--- config.mk ---
export PLATFORM = sky130hd
export DESIGN_NAME = bal_out
export DESIGN_NICKNAME = d
export VERILOG_FILES = /design/src/bal_pkg.sv /design/src/bal_out.sv
export SDC_FILE = /design/constraint.sdc
export NUM_CORES = 1
export LEC_CHECK = 0
export ABC_AREA = 1
export BUFFER_PORTS_ARGS = -buffer_cell sky130_fd_sc_hd__buf_4
export CAP_MARGIN = 5
export CORE_MARGIN = 4
export CORE_UTILIZATION = 25
export DETAILED_ROUTE_END_ITERATION = 12
export GPL_TIMING_DRIVEN = 1
export SLEW_MARGIN = 20
export SYNTH_ARGS = -nofsm -noshare
export SYNTH_HDL_FRONTEND = slang
export SYNTH_SLANG_ARGS = --single-unit
--- constraint.sdc ---
create_clock -name clk -period 3.7 [get_ports clk]
set_input_delay 0.185 -clock clk [delete_from_list [all_inputs] [get_ports clk]]
set_output_delay 0.185 -clock clk [all_outputs]
set_load 0.01 [all_outputs]
--- src/bal_pkg.sv ---
`default_nettype none

package bal_pkg;

    localparam int DEPTH_DEF       = 256;
    localparam int ENTRY_WIDTH_DEF = 32;

    localparam int DATA_W = 32;
    localparam int CNT_W  = 9;
    localparam int IDX_W  = 8;

    localparam logic [CNT_W-1:0] CAP_RESET = 9'd256;

    typedef enum logic [1:0] {
        ACT_APPEND = 2'd0,
        ACT_UPDATE = 2'd1,
        ACT_REMOVE = 2'd2,
        ACT_READ   = 2'd3
    } action_t;

    typedef enum logic [1:0] {
        S_IDLE,
        S_RDWAIT,
        S_SHIFT,
        S_DONE
    } state_t;

    typedef struct packed {
        logic              ok;
        logic [DATA_W-1:0] read_data;
        logic [CNT_W-1:0]  count;
    } res_t;

endpackage

`default_nettype wire

--- src/bal_out.sv ---
`default_nettype none

module bal_out
    import bal_pkg::*;
(
    input  wire logic              clk,
    input  wire logic              rst_n,
    input  wire logic              load_valid,
    input  wire res_t              load_res,
    output logic                   load_ready,
    output logic                   out_valid,
    input  wire logic              out_stall,
    output logic                   ok,
    output logic [DATA_W-1:0]      read_data,
    output logic [CNT_W-1:0]       count
);

    logic valid_reg;
    logic valid_next;
    res_t res_reg;

    assign load_ready = !valid_reg || !out_stall;

    always_comb
    begin
        valid_next = valid_reg;
        if (load_ready)
        begin
            valid_next = load_valid;
        end
    end

    always_ff @(posedge clk or negedge rst_n)
    begin
        if (!rst_n)
        begin
            valid_reg <= 1'b0;
        end
        else
        begin
            valid_reg <= valid_next;
        end
    end

    always_ff @(posedge clk)
    begin
        if (load_ready && load_valid)
        begin
            res_reg <= load_res;
        end
    end

    assign out_valid = valid_reg;
    assign ok        = res_reg.ok;
    assign read_data = res_reg.read_data;
    assign count     = res_reg.count;

endmodule

`default_nettype wire

Yosys cells after proc, flatten, opt, wreduce, memory -nomap -nowiden
Cells that the tools add are included.
{"block": "word_totals", "register_bits": 43, "inputBits": 46, "wordCells": 8}
{"block": "op_classes", "n_reduce_logical": 4}
{"operator": "$logic_not A1 Y1", "count": 2}
{"operator": "$logic_and A1 B1 Y1", "count": 1}
{"operator": "$logic_or A1 B1 Y1", "count": 1}

Depth between registers and ports, before layout
Gate-level depths: netlist of run 1.
{"block": "logic_depth", "ltp_word": 3, "ltp_mapped": 2, "ltp_nobuf": 2}

Worst setup path after synthesis of run 1
Ideal clock, no wire load.
{"block": "synth_timing", "path_type": "reg2reg", "start": "register valid_reg (netlist: out_valid)", "end": "register res_reg, in the netlist count[0] (enable)", "setup_time_ns": 0.455, "arrival_ns": 2.516, "required_time_ns": 3.245, "setup_slack_ns": 0.728, "stages_incl_launch_ff": 2, "path_buffers": 0, "cell_sequence": "dfrtp_1 > a21oi_1"}
{"block": "synth_via", "elab_chain_len": 3}
{"element": "start, declared", "line": "bal_out.sv:18", "rtl": "logic valid_reg;"}
{"element": "start signal, assigned", "line": "bal_out.sv:41", "rtl": "valid_reg <= valid_next;"}
{"element": "$logic_not A1 Y1", "line": "bal_out.sv:22", "rtl": "assign load_ready = !valid_reg || !out_stall;"}
{"element": "$logic_or A1 B1 Y1", "line": "bal_out.sv:22"}
{"element": "$logic_and A1 B1 Y1", "line": "bal_out.sv:47", "rtl": "if (load_ready && load_valid)"}
{"element": "end signal, assigned", "line": "bal_out.sv:49", "rtl": "res_reg <= load_res;"}
{"element": "end, declared", "line": "bal_out.sv:20", "rtl": "res_t res_reg;"}
No other way between the ends.
A chain may end at the register's enable or synchronous reset.

Worst setup path after layout of run 1
{"block": "layout_timing", "start": "register valid_reg (netlist: out_valid)", "end": "register res_reg, in the netlist read_data[26] (enable)"}
Same word-level chain as after synthesis.

==> reports/qor.yml, run 1 <==
status: "complete, no violations"
synth-simple-area-share: 0.00576
cap_violations: 0
netlist_instances: 47
die_x_um: 80.2
power_density_mw_per_mm2: 465
synthAdderAreaFrac: 0
syn2layout_area_growth_pct: 68.4
crit_chain: "a21oi_4, buf_4"
htreeDepth: 2
hp-class: "input pin to register"
arrival_ns: 1.59
dpl.hpwl_um: 2460
finish.utilization: 0.432
die_area_sq_mm: 0.00643
synth_area_per_cell_sq_um: 27.7
die_h_um: 80.2
yosysSeqAreaShare: 0.988
crit_fanout: 28
worst-setup-path-type: "register to register"
vias: 787
first_global_vias: 853
syn_area_sq_mm: 0.00130
finalSetupTns_ns: 0
wl_um: 3000
ios: 90
place.gp.congestion: 0.666
whs_ns: 0.0737
drc: 0
place_area_sq_mm: 0.00208
muxShareOfSynthArea: 0
nFillCells: 474
critical-path-slowest-cell: "dfrtp_1"
cts_tree: "done"
postCtsSetupBuffers: 0
first_pass_iters: 4
viasPerCell: 3.64
fin_crit_sh: 0.443
cts_buffer_depth: 2
cts_buffers: 5
ys_types: 5
wl_met2_um: 1720
ys_seq_elements: 43
slew_violations: 0
met3WireLength_um: 359
setup_violations: 0
grt_use_total: 0.0932
worstSetupStartpointType: "register"
worst_pin_slew_ns: 0.468
critical-path-max-stage-delay_ns: 0.44
synth_xor_area_frac: 0
port_buffers: 89
clock_skew_ns: 0.00441
clk_pin_slew_ns: 0.08
syn_nets: 93
synth_compound_area_frac: 0.00384
initial_core_util: 0.257
antenna_found_initial: 0
synth_top_family_by_area: "simple AND/OR/NAND/NOR gates"
diodes: 0
core_area_sq_mm: 0.00507
ant_nets: 0
avgRoutedWirePerCell_um: 13.9
grt_overflow: 0
design_area_sq_mm: 0.00219
p_leak_nw: 0.914
hold_viol_final: 0
worst-endpoint-required_ns: 3.65
drive_gt1_frac: 0.664
synth-warning-count: 0
rsz0062_at_grt: "false"
fmax_ghz: 0.610
irDropWorstVdd_mv: 0.262
clkLatencyLatePin_ns: 0.28
grt_pass1_wl_um: 4370
slew_headroom: 0.688
row_count: 26
clock_sinks: 43
total_power_mw: 1.02
layout_min_cycle_time_ns: 1.64
critPathCaptureType: "register"
grt_max_degree: 29
fin_nets: 191
cts_root_buffer: "clkbuf_8"
drt_iter0_markers: 18
top_layer: "met3"
drt-met1-wl_um: 915
-- what timing repair did --
item / in CTS / in global routing
hold buffers: 1 / 0
endpoints found under the hold margin: 1 / 0
resized for setup: 0 / 0
-- critical path, delay by kind of cell (launching register included) --
family / cells / cell delay (ns)
AO/OA/AOI/OAI: 1 / 0.44
buffers and inverters: 1 / 0.42
flip-flops: 1 / 0.44
-- Yosys cell counts (all sizes together) --
| cell | number | area [sq um] |
|---|---|---|
| a21oi | 1 | 5.00 |
| dfrtp | 1 | 25.0 |
| edfxtp | 42 | 1260 |
| inv | 1 | 3.75 |
| nand2 | 2 | 7.51 |
-- cell usage in the layout (no fill, tap or decap) --
cell / n
dlygate4sd3_1: 1
inv_1: 1
clkbuf_1: 2
bufinv_16: 1
dfrtp_1: 1
edfxtp_1: 42
clkbuf_8: 5
a21oi_4: 1
nand2_1: 2
buf_4: 90
-- final cells by class --
cell class	instances	area (sq um)	area share
well taps	70	87.6	0.0399
repair buffers	91	686	0.313
clock inverters	1	30.0	0.0137
multi-input cells	3	23.8	0.0108
clock buffers	7	76.3	0.0348
inverters	1	3.75	0.00171
flip-flops and latches	43	1290	0.586
-- final timing paths --
kind | startpoint | endpoint | cells after the start | slack (ns)
max | out_valid | read_data[26] | 2 | 2.06
min reg2reg | out_valid | out_valid | 2 | 0.62
min in group asynchronous | rst_n | out_valid | 2 | 0.22
max in group asynchronous | rst_n | out_valid | 2 | 3.40
min | load_res[12] | read_data[3] | 1 | 0.07
max reg2reg | out_valid | read_data[26] | 2 | 2.06
-- state kept, by name (all words and copies together), names as in the netlist --
name and cells:
read_data 32, ok 1, count 9, out_valid 1
-- metrics by stage --
step	instances	worst slack, ns
3_3_place_gp	207	2.12
3_5_place_dp	207	2.04
5_1_grt	216	1.96
4_1_cts	216	2.03
2_1_floorplan	47	0.728
6_report	216	2.06
-- where the power goes --
| part | switching [mW] | internal, mW |
|---|---|---|
| logic | 0.0427 | 0.0619 |
| registers | 0.00751 | 0.567 |
| clock network | 0.139 | 0.202 |
-- per-layer routing --
metal / up-vias / GRT usage
met2: 55 / 0.171
met3: 0 / 0.0527
met1: 352 / 0.0882
li1: 380 / -
met4: 0 / 0.0253
met5: - / 0
-- kinds of logic (layout without fill, tap and decap cells) --
logic type | after synthesis | count (layout)
AOI/OAI and AO/OA | 1 | 1
DFF | 43 | 43
buffers and inverters | 1 | 100
and+or+nand+nor | 2 | 2
Note: power is estimated with default switching activity, not from simulation.
==> run 2: changes to the inputs <==
Settings changed: ABC_AREA 1 to 0.
Clock period 3.7 ns to 1.3 ns, I/O delays scaled along.
==> run 2 against run 1 <==
Clock power grew 130%; worst hold slack worse by 0.049 ns; clock skew fell by 0.0013 ns; utilization up 8.5 points; synthesized cell count shrank 2.1%; count of clock-buffer cells in the layout is the same; flip-flop and latch count unchanged; wire length grew 17%; sequential share of layout area down 9.5 points; die area is 0.44% higher; worst setup slack lost 1.9 ns; critical path depth up 2; critical path type is now input pin to register; critical endpoint is now read_data[10]; largest power group unchanged.
==> reports/qor.yml, run 2 <==
status: "complete, no violations"
critical-path-max-stage-delay_ns: 0.54
synth_edf_count: 42
cts_root_buffer: "clkbuf_8"
synth_top_area_frac: 0.964
fin_cells: 259
clkLatencyLatePin_ns: 0.28
slew_headroom: 0.887
synth_top_area_cell: "edfxtp_1"
clock_skew_ns: 0.00316
cap_violations: 0
use_met2: 0.223
critPathCaptureType: "register"
nFillCells: 454
cts_buffers: 5
die_area_sq_mm: 0.00646
viasPerCell: 3.78
fin_crit_sh: 0.896
crit_family: "buffers and inverters"
setup_violations: 0
slew_violations: 0
crit_fanout: 11
worstSetupStartpointType: "input pin"
multi_input_area_sq_um: 30.0
cts_tree: "done"
cpMostUsedCell: "buf_4"
worst-endpoint-required_ns: 1.29
row_count: 26
layout_commonest_cell: "buf_4"
hold_viol_final: 0
first_global_vias: 1106
wl_um: 3500
clk_pin_slew_ns: 0.07
initial_core_util: 0.258
yosysSeqAreaShare: 0.983
synth_most_common_cell: "edfxtp_1"
finish.utilization: 0.517
fmax_ghz: 0.858
die_h_um: 80.4
critical-path-slowest-cell: "dlygate4sd3_1"
place_inst: 207
mostFrequentLayoutCells: "buf_4 (90), dlygate4sd3_1 (44), edfxtp_1 (42), clkbuf_8 (5), clkbuf_1 (2)"
synth.top_cells.by_area: "edfxtp_1 (96%), dfrtp_1 (1.9%), a21boi_2 (0.86%)"
grt_overflow: 0
vias: 980
synth-warning-count: 0
irDropWorstVdd_mv: 0.621
cts_buffer_depth: 2
synth_top_flop_cell: "edfxtp_1"
drt_iter0_markers: 26
netlist_instances: 46
finalSetupTns_ns: 0
grt_use_met3: 0.0381
drive_gt1_frac: 0.524
ys_types: 5
ys_seq_elements: 43
ios: 90
seqCellArea_sq_mm: 0.00129
fin_nets: 234
syn2layout_area_growth_pct: 100
place.gp.congestion: 0.659
grt_use_total: 0.112
avgRoutedWirePerCell_um: 13.5
largest_reg_flops: 32
hp-class: "input pin to register"
core_area_sq_mm: 0.00507
place_area_sq_mm: 0.00210
grt-busiest-layer: "met2"
worst_pin_slew_ns: 0.170
arrival_ns: 1.15
async_flop_share: 0.0233
rsz0062_at_grt: "false"
netlist_top_cells_count: "edfxtp_1 (42), a21boi_2 (1), a21o_1 (1), dfrtp_1 (1), nand2_1 (1)"
die_x_um: 80.4
worst-setup-path-type: "input pin to register"
clock_sinks: 43
p_leak_nw: 1.09
grt_max_degree: 32
antenna_found_initial: 0
htreeDepth: 2
design_area_sq_mm: 0.00262
synth_area_per_cell_sq_um: 28.5
layout_min_cycle_time_ns: 1.16
drc: 0
power_density_mw_per_mm2: 1080
first_pass_iters: 2
syn_area_sq_mm: 0.00131
worst-path-buf-inv: 3
syn_nets: 92
met1_usage: 0.107
crit_chain: "dlygate4sd3_1, buf_4, a21boi_4, buf_4"
diodes: 0
port_buffers: 89
ant_nets: 0
postCtsSetupBuffers: 0
grt_pass1_wl_um: 5320
## run 2: cell count changes after synthesis
cell,before,now
a21boi_2,0,1
a21o_1,0,1
a21oi_1,1,0
inv_1,1,0
nand2_1,2,1
## run 2: power by group
group          leakage (nW)  switching, mW  total (mW)  internal (mW)
combinational         0.642          0.146       0.417          0.270
clock                0.0422          0.404       0.781          0.377
sequential            0.410         0.0239        1.64           1.61
## run 2: repair_timing
action / 4_1_cts / 5_1_grt
endpoints found under the hold margin: 44 / 0
hold buffers: 44 / 0
gates resized for setup: 0 / 0
## run 2: layer usage
| metal | wire length (um) | vias up |
|---|---|---|
| met4 | 26 | 0 |
| met2 | 1990 | 57 |
| met3 | 339 | 3 |
| met5 | 0 | - |
| met1 | 1150 | 454 |
| li1 | - | 466 |
## run 2: cell type report
class | instances | area share
clock buffer | 7 | 0.0291
timing repair buffer | 135 | 0.433
tap | 70 | 0.0334
multi-input combinational | 3 | 0.0115
clock inverter | 1 | 0.00191
sequential | 43 | 0.491
## run 2: cell families after synthesis
family             after synthesis  share of synthesized area
and+or+nand+nor                  1                    0.00287
DFF                             43                      0.983
AOI/OAI and AO/OA                2                     0.0143
## run 2: final timing paths
kind / slack, ns / end / cells past startpoint / startpoint
worst max-delay path: 0.14 / read_data[10] / 4 / load_valid
worst min-delay path: 0.03 / out_valid / 2 / out_stall
worst max register to register: 0.15 / read_data[10] / 2 / out_valid
worst min register to register: 0.57 / out_valid / 1 / out_valid
max in group asynchronous: 1.14 / out_valid / 2 / rst_n
min in group asynchronous: 0.08 / out_valid / 2 / rst_n
## run 2: per-stage QoR
stage / setup slack, ns / total power [mW] / hold slack, ns
global placement: 0.189 / 1.97 / -0.159
detailed placement: 0.161 / 1.98 / -0.159
CTS: 0.147 / 2.88 / 0.0157
finish: 0.135 / 2.83 / 0.0251
global route: 0.103 / 2.98 / 0.0173
floorplan: -0.323 / 1.74 / -0.231
## run 2: worst reg2reg max path, delay by kind of cell (launching register included)
family	cells	cell delay, ns
AO/OA/AOI/OAI	1	0.18
flip-flops	1	0.44
buffers and inverters	1	0.23
==> run 3: changes to the inputs <==
Settings changed: CELL_PAD_IN_SITES_DETAIL_PLACEMENT from default to 0, CELL_PAD_IN_SITES_GLOBAL_PLACEMENT from default to 1, CORE_ASPECT_RATIO from default to 0.7, PLACE_DENSITY_LB_ADDON from default to 0.1.
==> run 3 against run 2 <==
Non-clock buffer count unchanged; first-iteration DRC count decreased by 19%; sequential share of layout area decreased by 0.69 points; largest cell class unchanged; clock power grew 25%; final cell count fell by 0.39%; critical path type is now register to register.
==> reports/qor.yml, run 3 (synthesis results as in run 2) <==
status: "complete, no violations"
swShare: 0.192
antenna_found_initial: 0
clkLatencyLatePin_ns: 0.28
critical-path-slowest-cell: "dfrtp_2"
worst-endpoint-required_ns: 1.29
fin_crit_sh: 0.892
arrival_ns: 1.15
first_pass_iters: 4
ant_nets: 0
power_frac_seq: 0.539
syn2layout_area_growth_pct: 103
cap_violations: 0
reg2reg_depth: 2
clkPwrFrac: 0.322
clock_skew_ns: 0.00184
clk_pin_slew_ns: 0.07
avgRoutedWirePerCell_um: 13.0
row_count: 21
drt_iter0_markers: 21
worstReg2RegStart: "out_valid"
die_h_um: 68.5
place.gp.congestion: 0.683
nFillCells: 401
grt_overflow: 0
multi_input_area_sq_um: 30.0
ios: 90
postCtsSetupBuffers: 0
worstSetupStartpointType: "register"
vias: 971
rsz0062_at_grt: "false"
worst-setup-path-type: "register to register"
layout_commonest_cell: "buf_4"
power_density_mw_per_mm2: 1140
critical-path-max-stage-delay_ns: 0.44
cp-endpoint: "read_data[26]"
place_inst: 206
core_area_sq_mm: 0.00491
drive_gt1_frac: 0.529
critPathCaptureType: "register"
first_global_vias: 1012
die_area_sq_mm: 0.00648
p_leak_nw: 1.11
worst_pin_slew_ns: 0.203
r2r-end: "read_data[26]"
dpl_worst_slack_ns: 0.142
fmax_ghz: 0.862
grt_use_total: 0.103
port_buffers: 89
design_area_sq_mm: 0.00266
cts_buffers: 5
cts_tree: "done"
power.switching_mw: 0.584
fin_cells: 258
layout_min_cycle_time_ns: 1.16
cts_buffer_depth: 2
viasPerCell: 3.76
irDropWorstVdd_mv: 0.616
fin_nets: 234
clock_sinks: 43
r2r_slack_ns: 0.14
slew_headroom: 0.864
slew_violations: 0
grt_max_degree: 23
seqCellArea_sq_mm: 0.00129
crit_fanout: 22
dpl.hpwl_um: 2390
hold_viol_final: 0
setup_violations: 0
startpoint: "out_valid"
htreeDepth: 2
worst_slack_ns: 0.140
hp-class: "input pin to register"
wl_um: 3370
p_comb_frac: 0.139
crit_chain: "a21boi_4, buf_12"
finish.utilization: 0.541
power.internal_mw: 2.45
initial_core_util: 0.266
mostFrequentLayoutCells: "buf_4 (89), dlygate4sd3_1 (44), edfxtp_1 (42), clkbuf_8 (5), buf_12 (2)"
grt_pass1_wl_um: 4890
place_area_sq_mm: 0.00211
largest_reg_flops: 32
die_x_um: 94.5
diodes: 0
cts_root_buffer: "clkbuf_8"
drc: 0
## run 3: changes by cell type in the layout (fill, tap and decap cells not counted), sizes merged
cell	previous run	this run
clkbuf	7	5
bufinv	0	1
clkinv	1	2
## run 3: worst max-delay path, delay by kind of cell (launching register included)
| family | cells | cell delay (ns) |
|---|---|---|
| compound gates | 1 | 0.22 |
| flops | 1 | 0.44 |
| buf+inv | 1 | 0.20 |
## run 3: repair_timing
item                      4_1_cts  5_1_grt
hold buffers                   44        0
gates resized for setup         0        0
hold endpoints to repair       44        0
## run 3: area by class of cell
cell class                      count  share of cell area
Sequential cell                    43               0.484
Tap cell                           69              0.0325
Timing Repair Buffer              135               0.432
Clock inverter                      3              0.0146
Clock buffer                        5              0.0259
Multi-Input combinational cell      3              0.0113
## run 3: power by group through the flow
stage,Sequential (mW),Clock [mW],Combinational [mW]
after detailed placement,1.67,0,0.321
after global placement,1.67,0,0.318
after floorplan,1.71,0,0.0311
final,1.64,0.976,0.423
after CTS,1.64,1.02,0.428
after global routing,1.64,1.07,0.455
## run 3: worst min-delay path by stage
stage | start | endpoint | slack (ns) | cells after the start
floorplan | rst_n | out_valid | -0.23 | 0
global placement | rst_n | out_valid | -0.16 | 1
detailed placement | rst_n | out_valid | -0.16 | 1
CTS | out_stall | out_valid | 0.02 | 2
global route | out_stall | out_valid | 0.03 | 2
finish | out_stall | out_valid | 0.02 | 2
## run 3: per-stage QoR
| step | TNS [ns] | hold WS [ns] | total power, mW |
|---|---|---|---|
| after floorplan | -13.58 | -0.231 | 1.74 |
| after global placement | 0 | -0.159 | 1.98 |
| after detailed placement | 0 | -0.159 | 1.99 |
| after CTS | 0 | 0.0179 | 3.09 |
| after global routing | 0 | 0.0274 | 3.17 |
| final | 0 | 0.0247 | 3.03 |
## run 3: routing by layer
layer / up-vias / part of all wire / global-route usage / wire [um]
met5: - / 0 / 0 / 0
met4: 0 / 0.0077 / 0.0378 / 26
met3: 2 / 0.11 / 0.0401 / 379
met2: 52 / 0.49 / 0.173 / 1650
met1: 450 / 0.39 / 0.122 / 1310
li1: 467 / - / - / -
